--- src/rtl/crp_pkg.sv ---
// Shared types and constants for the cell reference parser.
`timescale 1ns / 1ps

package crp_pkg;

  // Width of the column and row accumulators; values above 2**NUMBER_BITS-1 overflow.
  localparam int NUMBER_BITS = 31;
  // Fixed width of the column and row result fields.
  localparam int OUT_BITS    = 31;

  // Number bases of the column letters and the row digits.
  localparam int COL_BASE  = 26;
  localparam int ROW_BASE  = 10;
  // Widths that hold acc * base + add without loss.
  localparam int COL_W     = NUMBER_BITS + 5;
  localparam int ROW_W     = NUMBER_BITS + 4;

  // Character codes.
  localparam logic [7:0] CHR_DOLLAR  = 8'h24;
  localparam logic [7:0] CHR_ZERO    = 8'h30;
  localparam logic [7:0] CHR_NINE    = 8'h39;
  localparam logic [7:0] CHR_UPPER_A = 8'h41;
  localparam logic [7:0] CHR_UPPER_Z = 8'h5A;
  localparam logic [7:0] CHR_LOWER_A = 8'h61;
  localparam logic [7:0] CHR_LOWER_Z = 8'h7A;

  // Result status codes.
  typedef enum logic [1:0] {
    ST_OK       = 2'd0,
    ST_INVALID  = 2'd1,
    ST_OVERFLOW = 2'd2
  } status_t;

  // Character classes.
  typedef enum logic [1:0] {
    CLS_DOLLAR = 2'd0,
    CLS_LETTER = 2'd1,
    CLS_DIGIT  = 2'd2,
    CLS_OTHER  = 2'd3
  } char_class_t;

  // Decoded character: class and its value (letter 1..26 or digit 0..9).
  typedef struct packed {
    char_class_t cls;
    logic [4:0]  value;
  } char_info_t;

  // Running parse state.
  typedef struct packed {
    logic [NUMBER_BITS-1:0] col_acc;
    logic [NUMBER_BITS-1:0] row_acc;
    logic                   letters_seen;
    logic                   digits_seen;
    logic                   col_dollar;
    logic                   row_dollar;
    logic                   row_dollar_taken;
    status_t                error_code;
  } parse_state_t;

  // One result item.
  typedef struct packed {
    status_t             status;
    logic [OUT_BITS-1:0] column_number;
    logic [OUT_BITS-1:0] row_number;
    logic                absolute_column;
    logic                absolute_row;
  } result_t;

endpackage

--- src/rtl/crp_classify.sv ---
// Character decoder: sorts a byte into dollar, letter, digit or other and gives its value.
`timescale 1ns / 1ps

module crp_classify import crp_pkg::*; (
  input  logic [7:0] character,
  output char_info_t info
);

  // Upper and lower case letters map to 1..26, digits to 0..9.
  always_comb begin
    info.cls   = CLS_OTHER;
    info.value = '0;
    if (character == CHR_DOLLAR) begin
      info.cls = CLS_DOLLAR;
    end else if (character >= CHR_UPPER_A && character <= CHR_UPPER_Z) begin
      info.cls   = CLS_LETTER;
      info.value = 5'(character - CHR_UPPER_A + 8'd1);
    end else if (character >= CHR_LOWER_A && character <= CHR_LOWER_Z) begin
      info.cls   = CLS_LETTER;
      info.value = 5'(character - CHR_LOWER_A + 8'd1);
    end else if (character >= CHR_ZERO && character <= CHR_NINE) begin
      info.cls   = CLS_DIGIT;
      info.value = 5'(character - CHR_ZERO);
    end
  end

endmodule

--- src/rtl/crp_core.sv ---
// Parse state registers and the per-item update of flags, accumulators and result.
`timescale 1ns / 1ps

module crp_core import crp_pkg::*; (
  input  logic       clk,
  input  logic       rst,
  input  logic       advance,
  input  char_info_t info,
  input  logic       last,
  output result_t    result
);

  parse_state_t state;
  parse_state_t state_next;
  logic [COL_W-1:0] col_sum;
  logic [ROW_W-1:0] row_sum;
  logic             col_ovf;
  logic             row_ovf;

  // Multiply-add of each accumulator, with the overflow taken from the carry bits.
  assign col_sum = COL_W'(state.col_acc) * COL_W'(COL_BASE) + COL_W'(info.value);
  assign row_sum = ROW_W'(state.row_acc) * ROW_W'(ROW_BASE) + ROW_W'(info.value);
  assign col_ovf = |col_sum[COL_W-1:NUMBER_BITS];
  assign row_ovf = |row_sum[ROW_W-1:NUMBER_BITS];

  // Apply one character; the first error freezes the state until the last item.
  always_comb begin
    parse_state_t upd;
    status_t      st;
    upd = state;
    if (state.error_code == ST_OK) begin
      case (info.cls)
        CLS_DOLLAR: begin
          if (!state.letters_seen && !state.digits_seen) begin
            upd.col_dollar = 1'b1;
          end else if (state.letters_seen && !state.digits_seen &&
                       !state.row_dollar_taken) begin
            upd.row_dollar       = 1'b1;
            upd.row_dollar_taken = 1'b1;
          end else begin
            upd.error_code = ST_INVALID;
          end
        end
        CLS_LETTER: begin
          if (state.digits_seen || state.row_dollar_taken) begin
            upd.error_code = ST_INVALID;
          end else begin
            upd.letters_seen = 1'b1;
            if (col_ovf) begin
              upd.error_code = ST_OVERFLOW;
            end else begin
              upd.col_acc = col_sum[NUMBER_BITS-1:0];
            end
          end
        end
        CLS_DIGIT: begin
          if (!state.letters_seen) begin
            upd.error_code = ST_INVALID;
          end else begin
            upd.digits_seen = 1'b1;
            if (row_ovf) begin
              upd.error_code = ST_OVERFLOW;
            end else begin
              upd.row_acc = row_sum[NUMBER_BITS-1:0];
            end
          end
        end
        default: begin
          upd.error_code = ST_INVALID;
        end
      endcase
    end

    // Build the result; a reference with no digits is invalid.
    st = upd.error_code;
    if (st == ST_OK && !upd.digits_seen) begin
      st = ST_INVALID;
    end
    result.status = st;
    if (st == ST_OK) begin
      result.column_number   = OUT_BITS'(upd.col_acc);
      result.row_number      = OUT_BITS'(upd.row_acc);
      result.absolute_column = upd.col_dollar;
      result.absolute_row    = upd.row_dollar;
    end else begin
      result.column_number   = '0;
      result.row_number      = '0;
      result.absolute_column = 1'b0;
      result.absolute_row    = 1'b0;
    end

    // The last item of a reference clears the state.
    state_next = last ? '0 : upd;
  end

  // State register.
  always_ff @(posedge clk) begin
    if (rst) begin
      state <= '0;
    end else if (advance) begin
      state <= state_next;
    end
  end

endmodule

--- src/rtl/cell_reference_parser.sv ---
// Top level of the cell reference parser: input register, parse core and result register.
`timescale 1ns / 1ps

// Parses an A1-style cell reference such as $AB$12, one character per item, with
// last_char set on the final character. One item is accepted every clock cycle while
// in_stall is low; the result of a reference is loaded into the result register when
// its last item leaves the input register, and it is held while out_stall is high.
// The rate is set by the state update loop, a combinational constant multiply-add on
// the column or row accumulator. in_stall rises only when a last item waits in the
// input register behind a result that is not yet taken. status is 0 for ok, 1 for an
// invalid reference (bad character order, stray character or no row digits) and 2
// when the column or row exceeds 31 bits; on a nonzero status all other result
// fields are zero.
module cell_reference_parser import crp_pkg::*; (
  input  logic                clk,
  input  logic                rst,
  input  logic                in_valid,
  output logic                in_stall,
  input  logic [7:0]          character,
  input  logic                last_char,
  output logic                out_valid,
  input  logic                out_stall,
  output logic [1:0]          status,
  output logic [OUT_BITS-1:0] column_number,
  output logic [OUT_BITS-1:0] row_number,
  output logic                absolute_column,
  output logic                absolute_row
);

  logic       in_reg_valid;
  logic [7:0] in_reg_char;
  logic       in_reg_last;
  logic       out_free;
  logic       advance;
  char_info_t info;
  result_t    result;
  result_t    out_reg;

  // The held item moves on unless it carries a result and the result register is full.
  assign out_free = !out_valid || !out_stall;
  assign advance  = in_reg_valid && (!in_reg_last || out_free);
  assign in_stall = in_reg_valid && !advance;

  // Input register.
  always_ff @(posedge clk) begin
    if (rst) begin
      in_reg_valid <= 1'b0;
    end else if (!in_stall) begin
      in_reg_valid <= in_valid;
    end
  end

  always_ff @(posedge clk) begin
    if (in_valid && !in_stall) begin
      in_reg_char <= character;
      in_reg_last <= last_char;
    end
  end

  crp_classify u_classify (
    .character (in_reg_char),
    .info      (info)
  );

  crp_core u_core (
    .clk     (clk),
    .rst     (rst),
    .advance (advance),
    .info    (info),
    .last    (in_reg_last),
    .result  (result)
  );

  // Result register.
  always_ff @(posedge clk) begin
    if (rst) begin
      out_valid <= 1'b0;
    end else if (out_free) begin
      out_valid <= advance && in_reg_last;
    end
  end

  always_ff @(posedge clk) begin
    if (advance && in_reg_last) begin
      out_reg <= result;
    end
  end

  assign status          = out_reg.status;
  assign column_number   = out_reg.column_number;
  assign row_number      = out_reg.row_number;
  assign absolute_column = out_reg.absolute_column;
  assign absolute_row    = out_reg.absolute_row;

endmodule

--- config.mk ---
export PLATFORM = sky130hd
export DESIGN_NAME = cell_reference_parser
export DESIGN_NICKNAME = d
export VERILOG_FILES = /design/src/rtl/crp_pkg.sv /design/src/rtl/crp_classify.sv /design/src/rtl/crp_core.sv /design/src/rtl/cell_reference_parser.sv
export SDC_FILE = /design/constraint.sdc
export NUM_CORES = 1
export LEC_CHECK = 0
export ABC_AREA = 1
export BUFFER_PORTS_ARGS = -buffer_cell sky130_fd_sc_hd__buf_2
export CORE_ASPECT_RATIO = 1.4
export CORE_MARGIN = 2
export CORE_UTILIZATION = 35
export DETAILED_ROUTE_END_ITERATION = 16
export HOLD_SLACK_MARGIN = 0.15
export PLACE_DENSITY = 0.58
export SYNTH_ARGS = -nofsm -noshare
export SYNTH_HDL_FRONTEND = slang
export SYNTH_SLANG_ARGS = --single-unit
--- constraint.sdc ---
create_clock -name clk -period 4.1 [get_ports clk]
set_input_delay 0.205 -clock clk [delete_from_list [all_inputs] [get_ports clk]]
set_output_delay 0.205 -clock clk [all_outputs]
set_load 0.01 [all_outputs]
======== Word-level counts from Yosys, hierarchy flattened ========
Index checks and enable logic that the tools add are counted.
word-level totals
  output and inout port bits .............. 68
  flip-flop bits (word level) ............. 146
cells by class
  mux-type cells .......................... 28
  reductions and logical operators ........ 35
  magnitude comparators ................... 6
  multipliers ............................. 2
  $add $sub $neg .......................... 7
  equal/unequal tests ..................... 5
operators with widths
  kind                   number
  $mux 31                6
  $mux 69                2
  $add 36x5->36          1
  $add 35x5->35          1
  $mul 31x4->35 const B  1
  $mul 31x3->34 const B  1
  $ge 8x7->1 const B     2
  $le 8x7->1 const B     2
  $mux 2                 8
  $mux 7                 2
  $logic_and 1x1->1      11
  $add 5x1->5 const B    2
  $sub 5x1->5 const B    2
  $logic_not 1->1        9
  $eq 8x6->1 const B     1
  $ge 8x6->1 const B     1
  $le 8x6->1 const B     1
  $logic_not 2->1        4
  $reduce_bool 2->1      4
  $mux 6                 1
  $pmux 2 s3             1
  $mux 1                 5
  $mux 5                 1
  $reduce_and 5->1       1
  10 further kinds       13

======== Depth between registers and ports, before layout ========
  depth after elaboration ................. 16
  mapped depth ............................ 32
  depth with buffers taken out ............ 31

======== Cells and area by module ========
From an unflattened synthesis, not the netlist that was laid out.
unflattened totals
  cell total of the unflattened synthesis .. 2,477
  area total of the unflattened synthesis .. 15,541.2 µm²
by module, submodules not included
  module                 sequential area each (µm²)  area an instance (µm²)  cells each  instances
  crp_core               1,381.3                     12,861.1                2,323       1
  cell_reference_parser  2,292.2                     2,359.8                 90          1
  crp_classify           0.0                         320.3                   64          1

======== Worst setup path after synthesis ========
OpenSTA, ideal clock, no wires.
  path type ............................... register to register
  from .................................... register in_reg_char[7]
  to ...................................... register out_reg, in the netlist absolute_column, data pin
  cell stages (with the launch flop) ...... 33
  required time ........................... 3.837 ns
  library setup time ...................... 0.263 ns
  path slack .............................. 0.065 ns
  arrival time ............................ 3.772 ns
  path buffers ............................ 1
  cell sequence ........................... edfxtp_1 -> nor2_1 -> inv_1 -> nor2_1 -> inv_1 -> nor2_1 -> nor2_1 -> nor2_1 -> ha_1 -> inv_1 -> fa_1 -> nand3b_1 -> nand2_1 -> nand3_2 -> nor2_1 -> nand2_1 -> nor2_2 -> nand2_2 -> nor2_4 -> nand3_2 -> nor2_4 -> nand3_1 -> nand2_1 -> nand2_1 -> nand2_2 -> nor2_8 -> nor2_2 -> nor2_2 -> nand2_2 -> nand2_4 -> nand4_4 -> buf_6 -> nor2_4
between the ends
  longest elaborated chain between the ends .. 16
  elaborated cells on any way between the ends .. 35
  classes of those cells .................. 2 x add/sub; 6 x order compare; 3 x eq/ne; 14 x mux; 10 x reduce/logical
RTL lines
  element                                             RTL line                        RTL
  start: declaration                                  cell_reference_parser.sv:31     logic [7:0] in_reg_char;
  start signal: assignment                            cell_reference_parser.sv:55     in_reg_char <= character;
  $ge 8x6->1 or $le 8x6->1 (tied branches)            crp_classify.sv:21              end else if (character >= CHR_ZERO && character <= CHR_NINE) begin
  $logic_and 1x1->1                                   crp_classify.sv:21
  $mux 6                                              crp_classify.sv:21
  $mux 7                                              crp_classify.sv:18              end else if (character >= CHR_LOWER_A && character <= CHR_LOWER_Z) begin
  $mux 7                                              crp_classify.sv:15              end else if (character >= CHR_UPPER_A && character <= CHR_UPPER_Z) begin
  $mux 5                                              crp_classify.sv:13              if (character == CHR_DOLLAR) begin
  $add 36x5->36 or $add 35x5->35 (tied branches)      crp_core.sv:21, crp_core.sv:22
  $reduce_or 5->1 or $reduce_or 4->1 (tied branches)  crp_core.sv:23, crp_core.sv:24
  $mux 2 (on tied branches)                           crp_core.sv:49, crp_core.sv:61
  $mux 2 (on tied branches)                           crp_core.sv:45, crp_core.sv:57
  $pmux 2 s3                                          crp_core.sv:32                  case (info.cls)
  $mux 69 (*)                                         crp_core.sv:31                  if (state.error_code == ST_OK) begin
  $logic_not 2->1                                     crp_core.sv:76                  if (st == ST_OK && !upd.digits_seen) begin
  $logic_and 1x1->1                                   crp_core.sv:76
  $mux 2                                              crp_core.sv:76
  $logic_not 2->1                                     crp_core.sv:80                  if (st == ST_OK) begin
  end signal: assignment                              cell_reference_parser.sv:85     out_reg <= result;
  end: declaration                                    cell_reference_parser.sv:37     result_t out_reg;
Every way passes the cells marked *; elsewhere a longest branch is shown, timed or not. The select of a mux whose other input is x is not followed.
A chain may end at the register's enable or synchronous reset.

======== Final worst setup path ========
  from .................................... register u_core.state[41] (netlist bit)
  to ...................................... register u_core.state[61] (netlist bit)
between the ends
  longest elaborated chain between the ends .. 8
RTL lines
  element                   RTL line         RTL
  start: declaration        crp_core.sv:13   parse_state_t state;
  start signal: assignment  crp_core.sv:101  state <= state_next;
  $mul 31x4->35 (*)         crp_core.sv:21   assign col_sum = COL_W'(state.col_acc) * COL_W'(COL_BASE) + COL_W'(info.value);
  $add 36x5->36 (*)         crp_core.sv:21
  $reduce_or 5->1           crp_core.sv:23   assign col_ovf = |col_sum[COL_W-1:NUMBER_BITS];
  $mux 31 (*)               crp_core.sv:49   if (col_ovf) begin
  $mux 31 (*)               crp_core.sv:45   if (state.digits_seen || state.row_dollar_taken) begin
  $mux 31 (*)               crp_core.sv:32
  $mux 69 (*)               crp_core.sv:31
  $mux 69 (*)               crp_core.sv:93   state_next = last ? '0 : upd;
Marked as above.

==> results.txt <==
----------------------------------------------------
[Power and ir drop]
  Net Sw Power ... 989 uW
  Combinational share of power ... 0.089
  Switching power share of the total ... 0.279
  Flop pwr share ... 0.441
  Share of total power in the clock network ... 0.470
  Power density normalized to cell area ... 170 nW/um2
  Peak supply drop ... 0.220 mV
  Static leakage power ... 9.88 nW
  Int Pwr ... 2.55 mW

[Detailed routing]
  Routed length per instance ... 16.1 um
  Total DRC errors in the routed layout ... 0
  Avg Vias per Cell ... 4.94
  Starting DRC count in detailed routing ... 855
  Antenna-violating nets left ... 0
  Overall routed net length ... 52.0 mm
  Initial DRT Pass Iterations ... 5
  Via count ... 16.0k

[STA]
  Pins Over Slew Limit ... 0
  Worst clock skew on the final layout ... 22.3 ps
  Final worst path period share ... 1.06
  Crit path time final ... 4360 ps
  Max Clock Freq ... 229 MHz
  Smallest setup slack after layout ... -259 ps
  Measured slew at the worst slew-check pin ... 1060 ps
  Setup repair after global routing missed its margin ... true
  Number of hold violations in the final report ... 0
  Slew Limit Headroom ... 0.292
  Final setup violation count ... 119

[Global routing]
  First-pass GRT wire length ... 79.4 mm
  Total GRT Usage ... 0.233
  Antenna violations before repair ... 0
  GRT Residual Overflow ... 0
  Vias in the first global route ... 16.0k
  Largest net degree at the start of global routing ... 64

[Setup path]
  Number of logic stages on the critical path including buffering ... 30
  Element type at the critical path end ... register
  Startpoint Class ... register
  CP dominant cell by count ... sky130_fd_sc_hd__nand2_2
  Beginning of the worst register-to-register path ... u_core.state[41]$_SDFFE_PP0P_
  Data required, critical path ... 4500 ps
  CP Class ... reg2reg
  Stage delay of the slowest cell on the critical path ... 520 ps
  Crit path max-delay cell type ... sky130_fd_sc_hd__fa_1
  Count of buffer and inverter cells on the critical path ... 8
  Largest fanout of any net on the critical path ... 5
  R2R depth ... 30
  CP arrival ... 4750 ps
  Worst Setup SP ... u_core.state[41]$_SDFFE_PP0P_
  Gate family responsible for the most delay along the worst path ... simple AND/OR/NAND/NOR gates

[Logic synthesis]
  Most used flip-flop cell after synthesis ... sky130_fd_sc_hd__edfxtp_1
  Mean area per synthesized cell ... 6.41 um2
  Top cells by count, synth ... sky130_fd_sc_hd__nand2_1 (776), sky130_fd_sc_hd__inv_1 (455), sky130_fd_sc_hd__nor2_1 (174)
  Yosys warning count ... 0
  Top-count cell post-synth ... sky130_fd_sc_hd__nand2_1
  #FFs+latches synth ... 146
  Async set-or-reset flop fraction in the synthesized netlist ... 0
  Area share of the leading cell type in the synthesized netlist ... 0.197
  Number of flops mapped to enable cells by yosys ... 75
  Cell count after synthesis ... 2304
  Top cells by area, synth ... sky130_fd_sc_hd__nand2_1 (20%), sky130_fd_sc_hd__edfxtp_1 (15%), sky130_fd_sc_hd__inv_1 (12%)
  Cell area after technology mapping ... 14800 um2
  Mapped Nets ... 2480
  Cell type contributing the most total cell area after synthesis ... sky130_fd_sc_hd__nand2_1
  Register area share after synthesis ... 0.249
  Netlist cell types ... 49

[Placed design]
  Half-perimeter wire length after detailed placement ... 37.8 mm
  Port bufs ... 80
  RD Place Congestion ... 0.913
  Instance count after placement with tap cells included ... 3100

[Job]
  Number of violations of the max-capacitance limit ... 0

[Run status]
  Result of the run ... complete, but fails checks
  Violations in the final reports ... negative setup slack

[Layout]
  Post-layout nets ... 2849
  Fill count ... 4118
  Fraction of layout cells with a size suffix above 1 ... 0.332
  Finished Layout Cells ... 3232
  Core occupancy in the finished layout ... 0.499
  ANT cells ... 0
  Area growth from synthesis to layout ... 41.4%

[CTS]
  CTS clk-pin slew, worst paths ... 70 ps
  Number of clock buffers inserted by TritonCTS ... 17
  Worst skew pair latency ... 470 ps
  Number of sinks on the clock net ... 146
  Clock buffer depth ... 2
  CTS tree ... built
  Clk root buf ... sky130_fd_sc_hd__clkbuf_16
  H-Tree Level Count ... 4

[Floorplanning]
  # rows ... 89
  I/O Pins ... 81
  DIE HEIGHT ... 247 um
  Initial Util ... 0.353
  Area of the core region ... 41900 um2
  Area of the die ... 43900 um2
  Die width ... 178 um

[Min path]
  Worst hold start ... character[6]
  Worst hold path cell count ... 2
  Class of the tightest hold or removal check ... in2reg

----------------------------------------------------
-- worst reg2reg max path: cells and delay by family (launching register included) --
family / cells / cell delay, ps
simple gates: 17 / 1640
fa+ha+maj: 3 / 1100
buf+inv: 8 / 880
flops: 1 / 360
compound gates: 2 / 310
-- repair_timing --
| item | in CTS | in global routing |
|---|---|---|
| gates cloned | 12 | 2 |
| setup endpoints to repair | 118 | 129 |
| hold buffers | 13 | 0 |
| gates resized for setup | 271 | 265 |
| endpoints found under the hold margin | 11 | 0 |
| setup buffers | 53 | 26 |
| pin swaps | 40 | 102 |
-- per-stage QoR --
step           setup WS, ps  cell area (um2)  setup TNS [ps]  hold slack, ps  power, mW
6_report               -259            20900          -18550             455       3.54
5_1_grt                -487            20900          -48300             461       3.63
4_1_cts                -225            19800          -11090             428       3.54
3_5_place_dp           -458            17300          -33660             384       1.79
3_3_place_gp           -374            17300          -24540             384       1.78
2_1_floorplan          65.1            14800               0             304       1.70
-- logic make-up after synthesis --
| kind of cell | share of synthesized area |
|---|---|
| buffers and inverters | 0.135 |
| AOI/OAI and AO/OA | 0.0772 |
| adders and majority gates | 0.154 |
| DFF | 0.249 |
| xor gates and xnor gates | 0.0302 |
| and+or+nand+nor | 0.355 |
-- power by group through the flow --
stage | Combinational [mW] | Clock [mW] | Sequential [mW]
floorplan | 0.0990 | 0 | 1.60
global placement | 0.189 | 0 | 1.59
detailed placement | 0.191 | 0 | 1.59
CTS | 0.292 | 1.69 | 1.56
global route | 0.335 | 1.73 | 1.56
finish | 0.316 | 1.67 | 1.56
-- metal layers --
metal | up-vias | routed length [um] | track usage
met5 | - | 0 | 0
met4 | 0 | 3310 | 0.145
met3 | 179 | 1370 | 0.0224
met2 | 409 | 28800 | 0.465
met1 | 7495 | 18500 | 0.225
li1 | 7870 | - | -
-- final timing paths --
kind | slack, ps | end
worst max-delay path | -260 | u_core.state[61]$_SDFFE_PP0P_
worst min-delay path | 460 | in_reg_char[6]$_DFFE_PP_
worst max register to register | -260 | u_core.state[61]$_SDFFE_PP0P_
worst min register to register | 460 | u_core.state[3]$_SDFFE_PP0P_
-- sequential cells by signal, indices dropped and copies added, names as in the netlist --
name             count
u_core.state        69
status               2
in_reg_char          8
column_number       31
row_number          31
absolute_column      1
in_reg_valid         1
out_valid            1
in_reg_last          1
absolute_row         1
-- final cells by class --
cell class | instances | area (um2) | area share
clock inverter | 14 | 148 | 0.00707
timing repair buffer | 388 | 3180 | 0.152
clock buffer | 18 | 439 | 0.0210
inverter | 469 | 1760 | 0.0844
sequential | 146 | 3700 | 0.177
multi-input combinational | 1651 | 11000 | 0.525
tap | 546 | 683 | 0.0327
-- cells in the final DEF, fill, tap and decap left out, types with 4 or more instances in the layout --
cell type	Yosys	final
sky130_fd_sc_hd__buf_4	1	260
sky130_fd_sc_hd__a21oi_2	5	54
sky130_fd_sc_hd__nand4_1	18	18
sky130_fd_sc_hd__inv_2	13	35
sky130_fd_sc_hd__edfxtp_1	75	75
sky130_fd_sc_hd__nand3_2	9	24
sky130_fd_sc_hd__inv_1	455	432
sky130_fd_sc_hd__inv_6	0	4
sky130_fd_sc_hd__ha_1	132	104
sky130_fd_sc_hd__nand3_4	0	7
sky130_fd_sc_hd__dfxtp_1	71	53
sky130_fd_sc_hd__buf_16	0	10
sky130_fd_sc_hd__nor2_2	32	60
sky130_fd_sc_hd__fa_1	31	28
sky130_fd_sc_hd__o21ai_2	7	22
sky130_fd_sc_hd__nand2_4	2	23
sky130_fd_sc_hd__o21ai_0	39	18
sky130_fd_sc_hd__dfxtp_2	0	16
sky130_fd_sc_hd__ha_4	0	24
sky130_fd_sc_hd__nand2_2	12	117
sky130_fd_sc_hd__xnor2_1	17	17
sky130_fd_sc_hd__clkbuf_16	0	19
sky130_fd_sc_hd__ha_2	0	4
sky130_fd_sc_hd__nand3_1	149	127
sky130_fd_sc_hd__nor3_1	22	10
sky130_fd_sc_hd__buf_6	10	9
sky130_fd_sc_hd__nand2_1	776	649
sky130_fd_sc_hd__nor3_2	0	9
sky130_fd_sc_hd__o21ai_4	0	26
sky130_fd_sc_hd__buf_2	6	80
sky130_fd_sc_hd__xor2_1	32	31
sky130_fd_sc_hd__buf_12	0	12
sky130_fd_sc_hd__o21ai_1	31	11
sky130_fd_sc_hd__a21oi_1	113	63
sky130_fd_sc_hd__nor2_4	16	46
sky130_fd_sc_hd__dlygate4sd3_1	0	13
sky130_fd_sc_hd__nand3b_1	5	5
sky130_fd_sc_hd__nor2_1	174	116
(Power assumes the default switching activity.)
